<file path="config.mk">
export PLATFORM = sky130hd
export DESIGN_NAME = gnss_fix_tracker_and_packet_timestamper_top_flat
export DESIGN_NICKNAME = d
export VERILOG_FILES = /design/src/design/gft_pkg.sv /design/src/design/gft_stream_if.sv /design/src/design/gnss_fix_tracker_and_packet_timestamper_top.sv /design/src/flat_wrapper.sv
export SDC_FILE = /design/constraint.sdc
export NUM_CORES = 1
export LEC_CHECK = 0
export ABC_AREA = 0
export BUFFER_PORTS_ARGS = -buffer_cell sky130_fd_sc_hd__buf_4
export CAP_MARGIN = 20
export CORE_MARGIN = 4
export CORE_UTILIZATION = 55
export CTS_CLUSTER_DIAMETER = 80
export DETAILED_ROUTE_END_ITERATION = 6
export HOLD_SLACK_MARGIN = 0.15
export PLACE_DENSITY = 0.74
export SYNTH_ARGS = -nofsm -noshare
export SYNTH_HDL_FRONTEND = slang
export SYNTH_SLANG_ARGS = --single-unit
</file>
<file path="constraint.sdc">
create_clock -name clk -period 10.7 [get_ports clk]
set_clock_uncertainty 0.2 [all_clocks]
set_input_delay 2.14 -clock clk [delete_from_list [all_inputs] [get_ports clk]]
set_output_delay 2.14 -clock clk [all_outputs]
set_load 0.05 [all_outputs]
</file>
<file path="src/design/gft_pkg.sv">
package gft_pkg;

  typedef enum logic [1:0] {
    MODE_INIT   = 2'd0,
    MODE_NOFIX  = 2'd1,
    MODE_SAMPLE = 2'd2,
    MODE_HOLD   = 2'd3
  } fix_mode_t;

  typedef enum logic {
    OP_REPORT = 1'b0,
    OP_PACKET = 1'b1
  } op_t;

  localparam int CFG_IDX_W  = 1;
  localparam int CFG_DATA_W = 32;

  typedef enum logic [CFG_IDX_W-1:0] {
    REG_EPOCH      = 1'b0,
    REG_BASE_MONTH = 1'b1
  } cfg_reg_t;

  localparam logic [31:0] EPOCH_RESET      = 32'd1754006400;
  localparam logic [3:0]  BASE_MONTH_RESET = 4'd8;

  localparam logic [16:0] SECS_PER_DAY  = 17'd86400;
  localparam logic [16:0] SECS_PER_HOUR = 17'd3600;
  localparam logic [16:0] SECS_PER_MIN  = 17'd60;

  // ms / 1000 == (ms * MS_RECIP) >> MS_SHIFT for every 16-bit ms
  localparam logic [16:0] MS_RECIP = 17'd67109;
  localparam int          MS_SHIFT = 26;

  // fixed 28-day February; month numbers with no meaning count zero days
  function automatic logic [4:0] month_len(input logic [3:0] m);
    logic [4:0] len;
    unique case (m)
      4'd1, 4'd3, 4'd5, 4'd7, 4'd8, 4'd10, 4'd12: len = 5'd31;
      4'd4, 4'd6, 4'd9, 4'd11:                    len = 5'd30;
      4'd2:                                        len = 5'd28;
      default:                                     len = 5'd0;
    endcase
    return len;
  endfunction

endpackage

</file>
<file path="src/design/gft_stream_if.sv">
interface gft_item_if;
  logic        valid;
  logic        ready;
  logic        operation;
  logic        fix_valid;
  logic        position_hold;
  logic [3:0]  month;
  logic [4:0]  day_of_month;
  logic [4:0]  hour;
  logic [5:0]  minute;
  logic [15:0] milliseconds;
  logic [31:0] capture_count;

  modport source (
    output valid, operation, fix_valid, position_hold, month, day_of_month,
           hour, minute, milliseconds, capture_count,
    input  ready
  );
  modport sink (
    input  valid, operation, fix_valid, position_hold, month, day_of_month,
           hour, minute, milliseconds, capture_count,
    output ready
  );
endinterface

interface gft_result_if;
  logic        valid;
  logic        ready;
  logic [1:0]  fix_mode;
  logic        position_ready;
  logic        hold_heartbeat;
  logic [31:0] utc_seconds;
  logic [31:0] tick_offset;

  modport source (
    output valid, fix_mode, position_ready, hold_heartbeat, utc_seconds, tick_offset,
    input  ready
  );
  modport sink (
    input  valid, fix_mode, position_ready, hold_heartbeat, utc_seconds, tick_offset,
    output ready
  );
endinterface

</file>
<file path="src/design/gnss_fix_tracker_and_packet_timestamper_top.sv">
// Packets, and reports outside hold mode, give a registered result in the cycle after accept.
// A report in hold mode first sums months from base_month (at most 15 of them), one month per
// cycle through the day counter, then adds the day of month, then runs 5 steps through the
// shared multiplier and 32-bit accumulator. One item at a time; the next is taken once the
// block is idle and the result register is free. Reset (rst, synchronous, active high): init
// mode, timestamp and epoch at 1754006400, base month 8, PPS capture 0, no result pending.
module gnss_fix_tracker_and_packet_timestamper_top (
  input  logic                           clk,
  input  logic                           rst,
  input  logic                           cfg_we,
  input  logic [gft_pkg::CFG_IDX_W-1:0]  cfg_index,
  input  logic [gft_pkg::CFG_DATA_W-1:0] cfg_data,
  gft_item_if.sink                       item,
  gft_result_if.source                   result
);

  typedef enum logic [1:0] {
    S_IDLE,
    S_MON,
    S_DAY,
    S_MUL
  } state_t;

  localparam logic [2:0] LAST_STEP = 3'd4;

  state_t            state;
  gft_pkg::fix_mode_t mode_reg;
  logic [31:0]       epoch_seconds;
  logic [3:0]        base_month;
  logic [31:0]       timestamp_reg;
  logic [31:0]       pps_capture_reg;

  logic [3:0]        mon;
  logic [4:0]        day;
  logic [4:0]        hr;
  logic [5:0]        mn;
  logic [15:0]       ms;
  logic [3:0]        m_cnt;
  logic signed [9:0] days;
  logic [2:0]        step;
  logic [31:0]       prod;
  logic [31:0]       acc;

  logic              o_valid;
  logic [1:0]        o_mode;
  logic              o_ready;
  logic              o_beat;
  logic [31:0]       o_utc;
  logic [31:0]       o_off;

  logic [31:0]       mul_a;
  logic [16:0]       mul_b;
  logic [48:0]       mul_full;
  logic [31:0]       prod_next;
  logic [31:0]       acc_sum;
  logic              take;

  assign item.ready = (state == S_IDLE) && (!o_valid || result.ready);
  assign take       = item.valid && item.ready;

  always_comb begin
    unique case (step)
      3'd0: begin
        mul_a = 32'(days);
        mul_b = gft_pkg::SECS_PER_DAY;
      end
      3'd1: begin
        mul_a = 32'(hr);
        mul_b = gft_pkg::SECS_PER_HOUR;
      end
      3'd2: begin
        mul_a = 32'(mn);
        mul_b = gft_pkg::SECS_PER_MIN;
      end
      3'd3: begin
        mul_a = 32'(ms);
        mul_b = gft_pkg::MS_RECIP;
      end
      default: begin
        mul_a = '0;
        mul_b = '0;
      end
    endcase
  end

  assign mul_full  = 49'(mul_a) * 49'(mul_b);
  assign prod_next = (step == 3'd3) ?
                     32'(mul_full[gft_pkg::MS_SHIFT+15:gft_pkg::MS_SHIFT]) :
                     mul_full[31:0];
  assign acc_sum   = acc + prod;

  always_ff @(posedge clk) begin
    if (rst) begin
      state           <= S_IDLE;
      mode_reg        <= gft_pkg::MODE_INIT;
      epoch_seconds   <= gft_pkg::EPOCH_RESET;
      base_month      <= gft_pkg::BASE_MONTH_RESET;
      timestamp_reg   <= gft_pkg::EPOCH_RESET;
      pps_capture_reg <= '0;
      o_valid         <= 1'b0;
      step            <= '0;
    end else begin
      if (cfg_we) begin
        unique case (gft_pkg::cfg_reg_t'(cfg_index))
          gft_pkg::REG_EPOCH:      epoch_seconds <= cfg_data;
          gft_pkg::REG_BASE_MONTH: base_month    <= cfg_data[3:0];
        endcase
      end

      if (result.valid && result.ready && !take) begin
        o_valid <= 1'b0;
      end

      unique case (state)
        S_IDLE: begin
          if (take) begin
            mon   <= item.month;
            day   <= item.day_of_month;
            hr    <= item.hour;
            mn    <= item.minute;
            ms    <= item.milliseconds;
            m_cnt <= base_month;
            days  <= '0;
            acc   <= epoch_seconds;
            step  <= '0;
            if (gft_pkg::op_t'(item.operation) == gft_pkg::OP_PACKET) begin
              o_valid <= 1'b1;
              o_mode  <= mode_reg;
              o_ready <= 1'b0;
              o_beat  <= 1'b0;
              o_utc   <= timestamp_reg;
              o_off   <= item.capture_count - pps_capture_reg;
            end else begin
              pps_capture_reg <= item.capture_count;
              o_utc   <= timestamp_reg;
              o_off   <= '0;
              unique case (mode_reg)
                gft_pkg::MODE_INIT: begin
                  mode_reg <= item.fix_valid ? gft_pkg::MODE_SAMPLE : gft_pkg::MODE_NOFIX;
                  o_mode   <= item.fix_valid ? gft_pkg::MODE_SAMPLE : gft_pkg::MODE_NOFIX;
                  o_ready  <= 1'b0;
                  o_beat   <= 1'b0;
                  o_valid  <= 1'b1;
                end
                gft_pkg::MODE_NOFIX: begin
                  mode_reg <= item.fix_valid ? gft_pkg::MODE_SAMPLE : gft_pkg::MODE_NOFIX;
                  o_mode   <= item.fix_valid ? gft_pkg::MODE_SAMPLE : gft_pkg::MODE_NOFIX;
                  o_ready  <= 1'b0;
                  o_beat   <= 1'b0;
                  o_valid  <= 1'b1;
                end
                gft_pkg::MODE_SAMPLE: begin
                  mode_reg <= item.position_hold ? gft_pkg::MODE_HOLD : gft_pkg::MODE_SAMPLE;
                  o_mode   <= item.position_hold ? gft_pkg::MODE_HOLD : gft_pkg::MODE_SAMPLE;
                  o_ready  <= item.position_hold;
                  o_beat   <= 1'b0;
                  o_valid  <= 1'b1;
                end
                gft_pkg::MODE_HOLD: begin
                  o_mode  <= gft_pkg::MODE_HOLD;
                  o_ready <= 1'b0;
                  o_beat  <= 1'b1;
                  o_valid <= 1'b0;
                  state   <= S_MON;
                end
              endcase
            end
          end
        end
        S_MON: begin
          if (m_cnt < mon) begin
            days  <= days + 10'(gft_pkg::month_len(m_cnt));
            m_cnt <= m_cnt + 4'd1;
          end else begin
            state <= S_DAY;
          end
        end
        S_DAY: begin
          days  <= days + 10'(day) - 10'sd1;
          state <= S_MUL;
        end
        S_MUL: begin
          prod <= prod_next;
          if (step != 3'd0) begin
            acc <= acc_sum;
          end
          if (step == LAST_STEP) begin
            timestamp_reg <= acc_sum;
            o_utc         <= acc_sum;
            o_valid       <= 1'b1;
            state         <= S_IDLE;
          end else begin
            step <= step + 3'd1;
          end
        end
        default: state <= S_IDLE;
      endcase
    end
  end

  assign result.valid          = o_valid;
  assign result.fix_mode       = o_mode;
  assign result.position_ready = o_ready;
  assign result.hold_heartbeat = o_beat;
  assign result.utc_seconds    = o_utc;
  assign result.tick_offset    = o_off;

  a_busy_not_ready: assert property (@(posedge clk) disable iff (rst)
    (state != S_IDLE) |-> !item.ready)
    else $error("input taken while a timestamp is being built");

  a_hold_sticky: assert property (@(posedge clk) disable iff (rst)
    (mode_reg == gft_pkg::MODE_HOLD) |=> (mode_reg == gft_pkg::MODE_HOLD))
    else $error("hold mode left without reset");

  a_flags_in_hold: assert property (@(posedge clk) disable iff (rst)
    (o_valid && (o_ready || o_beat)) |-> (o_mode == gft_pkg::MODE_HOLD && o_off == '0))
    else $error("hold flag on a result that is not a hold report");

  a_ts_only_at_finish: assert property (@(posedge clk) disable iff (rst)
    !(state == S_MUL && step == LAST_STEP) |=> $stable(timestamp_reg))
    else $error("timestamp changed outside the build sequence");

endmodule
</file>
<file path="src/flat_wrapper.sv">
// flat-port wrapper written by rule: the top's interface ports become plain ports
module gnss_fix_tracker_and_packet_timestamper_top_flat 
  (clk, rst, cfg_we, cfg_index, cfg_data, item_valid, item_operation, item_fix_valid, item_position_hold, item_month, item_day_of_month, item_hour, item_minute, item_milliseconds, item_capture_count, item_ready, result_valid, result_fix_mode, result_position_ready, result_hold_heartbeat, result_utc_seconds, result_tick_offset, result_ready);
  gft_item_if item_i ();
  gft_result_if result_i ();
  input  logic clk;
  input  logic rst;
  input  logic cfg_we;
  input  logic [gft_pkg::CFG_IDX_W-1:0] cfg_index;
  input  logic [gft_pkg::CFG_DATA_W-1:0] cfg_data;
  input wire logic [$bits(item_i.valid)-1:0] item_valid;
  input wire logic [$bits(item_i.operation)-1:0] item_operation;
  input wire logic [$bits(item_i.fix_valid)-1:0] item_fix_valid;
  input wire logic [$bits(item_i.position_hold)-1:0] item_position_hold;
  input wire logic [$bits(item_i.month)-1:0] item_month;
  input wire logic [$bits(item_i.day_of_month)-1:0] item_day_of_month;
  input wire logic [$bits(item_i.hour)-1:0] item_hour;
  input wire logic [$bits(item_i.minute)-1:0] item_minute;
  input wire logic [$bits(item_i.milliseconds)-1:0] item_milliseconds;
  input wire logic [$bits(item_i.capture_count)-1:0] item_capture_count;
  output wire logic [$bits(item_i.ready)-1:0] item_ready;
  output wire logic [$bits(result_i.valid)-1:0] result_valid;
  output wire logic [$bits(result_i.fix_mode)-1:0] result_fix_mode;
  output wire logic [$bits(result_i.position_ready)-1:0] result_position_ready;
  output wire logic [$bits(result_i.hold_heartbeat)-1:0] result_hold_heartbeat;
  output wire logic [$bits(result_i.utc_seconds)-1:0] result_utc_seconds;
  output wire logic [$bits(result_i.tick_offset)-1:0] result_tick_offset;
  input wire logic [$bits(result_i.ready)-1:0] result_ready;
  assign item_i.valid = item_valid;
  assign item_i.operation = item_operation;
  assign item_i.fix_valid = item_fix_valid;
  assign item_i.position_hold = item_position_hold;
  assign item_i.month = item_month;
  assign item_i.day_of_month = item_day_of_month;
  assign item_i.hour = item_hour;
  assign item_i.minute = item_minute;
  assign item_i.milliseconds = item_milliseconds;
  assign item_i.capture_count = item_capture_count;
  assign item_ready = item_i.ready;
  assign result_valid = result_i.valid;
  assign result_fix_mode = result_i.fix_mode;
  assign result_position_ready = result_i.position_ready;
  assign result_hold_heartbeat = result_i.hold_heartbeat;
  assign result_utc_seconds = result_i.utc_seconds;
  assign result_tick_offset = result_i.tick_offset;
  assign result_i.ready = result_ready;
  gnss_fix_tracker_and_packet_timestamper_top u_core (.clk(clk), .rst(rst), .cfg_we(cfg_we), .cfg_index(cfg_index), .cfg_data(cfg_data), .item(item_i), .result(result_i));
endmodule
</file>
==> impl_results.md, run 1 <==
* Remaining Overflow, GRT at 0
* Non-Filler Instances at 3505
* Worst-path clk slew at 0.06 ns
* Antenna Cells at 0
* Post-DR wirelength/cell at 19.8 microns
* Final Hold Viols at 0
* Root buf cell: clkbuf_16
* Worst Hold Class: reg2reg
* WP data arrival at just over 9 ns
* Seq/Total Area, Yosys at 0.299
* Vias in the first global route at 20000
* Synth Flop Type: edfxtp_1
* Die Area at 0.0503 sq mm
* Largest stage delay, worst path at 0.79 ns
* Final ANT Viol Nets at 0
* Tmin final at 9.12 ns
* Synth Net Count at 3338
* WHS at 0.253 ns
* Critical Path End Type: flop
* Hold-fix buffers at CTS at 0
* Clock Tree Buf Depth at 3
* Fin Setup TNS at 0 ns
* Cell count after synthesis at ~2700
* Worst reg2reg path startpoint: u_core.step[2]
* Slowest CP cell: dfxtp_1
* Cell row count at 79
* Final Cycle Share at 0.853
* Async SR Flop Fraction at 0
* #FFs+latches synth at 293
* Die H at 224 microns
* RSZ-0062 raised after global routing: no
* Via count at 19800
* TritonCTS buffer count at 35
* CTS tree: done
* Peak supply drop at approximately 0.14 mV
* IO Pins at 179
* Post-synth top area share at 0.212
* Sequential Area at 0.00769 sq mm
* Most common cell in the netlist: inv_1
* Worst Hold Launch: u_core.pps_capture_reg[30]
* Starting density of the core at 0.554
* Worst path required time at 10.90 ns
* NumNets Final at 3484
* GP Congestion at 0.984
* Worst Path Max Fanout at 50
* Share of cells above drive strength 1 at 0.114
* Distinct cells, synth at 78
* Vias/cell at 5.66
* Post-Syn Area at ~0.026 sq mm
* Dpl hpwl at ~55000 microns
* Max_slew headroom at 0.191
* Clock sink count at 293
* Final setup viols at 0
* Area grow syn2layout at 12.4%
* Commonest cells post-synth: inv_1, nand2_1, ha_1
* Detailed Route Iter0 Violations at approximately 1500
* Length of the first detailed-routing pass in iterations at 5
* Placed Cells at 3440
* Peak Freq at between 100 and 150 MHz
* Final Max Slew Viols at 0
* Port bufs at 178
* Synth top area cells: edfxtp_1, fa_1, ha_1, dfxtp_1, inv_1
* Core Box Area at roughly 0.046 sq mm
* Crit path launch: u_core.step[2]
* Worst Setup Start Kind: flop
* Crit path kind: reg2reg
* Worst slew pin tran at 1.21 ns
* Power per cell area at around 140 mW/mm^2
* Total length of routed wires at 69300 microns
* Top cell type by total area after synthesis: edfxtp_1
* Layout filler cell count at 3913
* Antenna violations before repair at 0
* # resized after CTS at 0
* Max Cap Viol at 0
* DRC at 0
* Largest net degree at the start of global routing at 95
* H-tree depth at 2
* EDFF count, synth at 182
* Tot Pwr at around 4 mW
* First-pass GRT wire length at 109000 microns
* Yosys warnings at 0
* Leak pwr at 13.1 nW
* Total GRT Usage at 0.272
* Avg Cell Area, Syn at around 9.4 sq um
* DIE WIDTH at 224 microns
* Worst skew pair latency at ~0.55 ns
* Post-CTS setup buffers at 0
* Area of the multi-input gates at 0.0161 sq mm
* Run status: completed
-- cell type report --
type / count / area share
Clock buffer: 42 / 0.0322
Clock inverter: 22 / 0.00934
Inverter: 449 / 0.0582
Multi-Input combinational cell: 1886 / 0.555
Sequential cell: 293 / 0.266
Tap cell: 607 / 0.0262
Timing Repair Buffer: 206 / 0.0536
-- cells in the final DEF (no fill, tap or decap), types with 62 or more instances in the layout --
cell type | synthesis | layout
a21oi_1 | 205 | 205
inv_1 | 448 | 448
a21o_1 | 65 | 65
o21ai_0 | 100 | 99
ha_1 | 257 | 255
nor2_1 | 196 | 193
nand2_1 | 299 | 299
dfxtp_1 | 111 | 111
xnor2_1 | 62 | 62
edfxtp_1 | 182 | 182
buf_4 | 0 | 204
fa_1 | 247 | 247
-- critical path, delay by kind of cell, from the launching register on --
family | cells | cell delay (ns)
adders and majority gates | 8 | 3.26
buffers and inverters | 7 | 0.88
and+or+nand+nor | 7 | 1.27
DFF | 1 | 0.79
AOI/OAI and AO/OA | 8 | 2.56
-- routing by layer --
metal | global-route usage | wire [microns]
met5 | 0 | 0
met4 | 0.0682 | 1810
met3 | 0.0608 | 5500
met2 | 0.436 | 32200
met1 | 0.380 | 29800
-- final timing paths --
check	to	slack [ns]	cells after the start
worst max-delay path	u_core.prod[15]	1.58	30
worst min-delay path	u_core.pps_capture_reg[30]	0.25	2
worst max register to register	u_core.prod[15]	1.58	30
worst min register to register	u_core.pps_capture_reg[30]	0.25	2
-- where the power goes --
| part | internal, mW | switching [mW] |
|---|---|---|
| registers | 1.28 | 0.0223 |
| logic | 0.576 | 0.906 |
| clock network | 0.732 | 0.505 |
-- kinds of logic after synthesis --
logic type / Yosys count / share of synthesized area
and+or+nand+nor: 699 / 0.120
adders and majority gates: 504 / 0.317
buffers and inverters: 546 / 0.0796
muxes: 40 / 0.0173
AOI/OAI and AO/OA: 545 / 0.134
DFF: 293 / 0.299
xor gates and xnor gates: 98 / 0.0333
-- metrics by stage --
stage	utilization	instance area (sq um)	setup WS [ns]
final	0.623	28900	1.58
after global routing	0.623	28900	1.09
after CTS	0.623	28900	1.75
after detailed placement	0.597	27700	1.81
after global placement	0.597	27700	1.88
after floorplan	-	25700	3.03
No activity file was read; power rests on OpenSTA's default activity.
==> inputs of run 2 (changes only) <==
clock period = 11.8 ns   (was 10.7 ns; I/O delays follow)
==> run 2 against run 1 <==
Effect of this change: largest cell class unchanged; cell count is essentially flat; final area is essentially flat; non-clock buffer count shrank 3; critical path type unchanged; first-iteration DRC count grew 4.2%; register-to-register slack gained 0.89 ns; die area is the same.
==> impl_results.md, run 2 (synthesis results as in run 1) <==
* H-tree depth at 2 (unchanged)
* Worst Hold Launch: u_core.pps_capture_reg[28] (was u_core.pps_capture_reg[30])
* Layout filler cell count at 3914 (was 3913)
* Length of the first detailed-routing pass in iterations at 6 (was 5)
* Worst path required time at 11.90 ns (was 10.90 ns)
* CP delay by family, top: adder cells (unchanged)
* Vias/cell at 5.66 (about the same)
* Switching share of power at 0.363 (was 0.357)
* Worst reg2reg path startpoint: u_core.step[2] (unchanged)
* Final Max Slew Viols at 0 (unchanged)
* Die H at 224 microns (unchanged)
* TritonCTS buffer count at 36 (was 35)
* Critical Path End Type: flop (unchanged)
* Worst Hold Class: reg2reg (unchanged)
* Share of cells above drive strength 1 at 0.112 (was 0.114)
* Starting density of the core at 0.554 (unchanged)
* Clock sink count at 293 (unchanged)
* Power per cell area at 126 mW/mm^2 (was 139 mW/mm^2)
* Worst Setup Start Kind: flop (unchanged)
* Worst skew pair latency at 0.57 ns (was 0.55 ns)
* RSZ-0062 raised after global routing: no (unchanged)
* Total length of routed wires at 70700 microns (was 69300 microns)
* Commonest non-fill, non-tap cell in the layout: inv_1 (unchanged)
* Port bufs at 178 (unchanged)
* Capturing point of the worst reg2reg path: u_core.prod[10] (was u_core.prod[15])
* Cell row count at 79 (unchanged)
* Worst-path clk slew at 0.06 ns (about the same)
* Post-DR wirelength/cell at 20.2 microns (was 19.8 microns)
* R2r setup slk at 2.47 ns (was 1.58 ns)
* Die Area at 0.0503 sq mm (unchanged)
* Final ANT Viol Nets at 0 (unchanged)
* Vias in the first global route at 20000 (about the same)
* Final Cycle Share at 0.791 (was 0.853)
* NumNets Final at 3482 (was 3484)
* Clk pwr share at 0.308 (about the same)
* Most frequent cells in the layout: inv_1, nand2_1, ha_1 (unchanged)
* Post-CTS setup buffers at 0 (unchanged)
* WHS at 0.254 ns (was 0.253 ns)
* Worst slew pin tran at 1.04 ns (was 1.21 ns)
* WP data arrival at 9.43 ns (was 9.32 ns)
* Antenna violations before repair at 1 (was 0)
* Crit path kind: reg2reg (unchanged)
* Detailed Route Iter0 Violations at 1531 (was 1469)
* Tot Pwr at 3.64 mW (was 4.02 mW)
* Peak supply drop at 0.136 mV (was 0.139 mV)
* Final Hold Viols at 0 (unchanged)
* Fin Setup TNS at 0 ns (unchanged)
* IO Pins at 179 (unchanged)
* Run status: completed (unchanged)
* Via count at 19800 (about the same)
* First-pass GRT wire length at 111000 microns (was 109000 microns)
* Combinational share of power at 0.369 (about the same)
* DRC at 0 (unchanged)
* CTS tree: done (unchanged)
* Dpl hpwl at 56100 microns (was 55100 microns)
* Worst Path Buf+Inv at 6 (was 7)
* Core Box Area at 0.0465 sq mm (unchanged)
* Max Cap Viol at 0 (unchanged)
* Sw power at 1.32 mW (was 1.43 mW)
* Largest stage delay, worst path at 0.88 ns (was 0.79 ns)
* Tmin final at 9.33 ns (was 9.12 ns)
* Internal Power at 2.32 mW (was 2.59 mW)
* Seq pwr share at 0.324 (about the same)
* Leak pwr at 13.1 nW (about the same)
* Clock Tree Buf Depth at 3 (unchanged)
* Largest net degree at the start of global routing at 99 (was 95)
* Area grow syn2layout at 12.3% (was 12.4%)
* Peak Freq at 107 MHz (was 110 MHz)
* Crit-path most repeated cell: fa_1
* Worst Hold End: u_core.pps_capture_reg[28] (was u_core.pps_capture_reg[30])
* DIE WIDTH at 224 microns (unchanged)
* Remaining Overflow, GRT at 0 (unchanged)
* Worst Reg-to-Reg Cells at 24 (was 30)
* # resized after CTS at 0 (unchanged)
* Antenna Cells at 0 (unchanged)
* Slowest CP cell: a21oi_1 (was dfxtp_1)
* Hold-fix buffers at CTS at 0 (unchanged)
* Max_slew headroom at 0.307 (was 0.191)
* GP Congestion at 0.945 (was 0.984)
* Worst hold stages at 2 (unchanged)
* Total GRT Usage at 0.279 (was 0.272)
* Final setup viols at 0 (unchanged)
* Root buf cell: clkbuf_16 (unchanged)
* Worst Path Max Fanout at 17 (was 50)
* CP cell instances: inv_2 > ha_2 > inv_1 > nor2_1 > a21oi_1 > nor2_1 > inv_1 > fa_1 > fa_1 > fa_1 > inv_1 > fa_1 > fa_1 > inv_1 > fa_1 > inv_1 > ha_1 > nand3_1 > or4_1 > a211oi_1 > o41a_2 > a21oi_2 > o21ai_0 > o211ai_1
## run 2: cell count changes in the layout (fill, tap and decap cells not counted)
cell	change
clkbuf_16	+1
clkinv_4	+2
clkinvlp_4	+1
clkinv_1	-1
clkinv_16	+1
clkinv_2	-5
bufinv_16	-2
clkbuf_1	+5
buf_4	-3
inv_6	-1
## run 2: worst max-delay path by stage
stage	startpoint	to	slack [ns]	cells after the start
floorplan	u_core.step[1]	u_core.prod[12]	4.13	29
global placement	u_core.step[2]	u_core.prod[15]	2.71	26
detailed placement	u_core.step[2]	u_core.prod[11]	2.70	25
CTS	u_core.step[2]	u_core.prod[15]	2.68	26
global route	u_core.step[2]	u_core.prod[7]	2.05	26
finish	u_core.step[2]	u_core.prod[10]	2.47	24
## run 2: worst reg2reg max path: cells and delay by family (launching register included)
family / cells / cell delay, ns
and+or+nand+nor: 4 / 1.18
buffers and inverters: 6 / 0.98
adders and majority gates: 8 / 3.72
AOI/OAI and AO/OA: 6 / 2.20
DFF: 1 / 0.77
## run 2: area by class of cell
cell class	count	area [sq um]	share of cell area
Multi-Input combinational cell	1886	16100	0.555
Clock buffer	48	976	0.0337
Sequential cell	293	7690	0.266
Timing Repair Buffer	203	1530	0.0529
Tap cell	607	759	0.0263
Inverter	449	1690	0.0583
Clock inverter	17	228	0.00787
## run 2: metal layers
| metal | share of wire | vias to the layer above | global-route usage |
|---|---|---|---|
| met3 | 0.072 | 121 | 0.0595 |
| met4 | 0.023 | 2 | 0.0595 |
| li1 | - | 9324 | - |
| met5 | 0.00018 | - | 0 |
| met1 | 0.43 | 9698 | 0.388 |
| met2 | 0.47 | 682 | 0.457 |
## run 2: metrics by stage
stage                     instance area (sq um)  setup slack [ns]   util  cells
after floorplan                           25700              4.13      -   2725
after global placement                    27700              2.71  0.596   3436
after detailed placement                  27700              2.70  0.597   3437
after CTS                                 28900              2.68  0.623   3502
after global routing                      28900              2.05  0.623   3503
final                                     28900              2.47  0.623   3503
## run 2: power by group through the flow
stage	clock network, mW	registers (mW)	logic, mW
6_report	1.12	1.18	1.34
2_1_floorplan	0	1.23	0.888
3_3_place_gp	0	1.20	1.31
4_1_cts	1.14	1.18	1.34
3_5_place_dp	0	1.20	1.33
5_1_grt	1.19	1.18	1.47
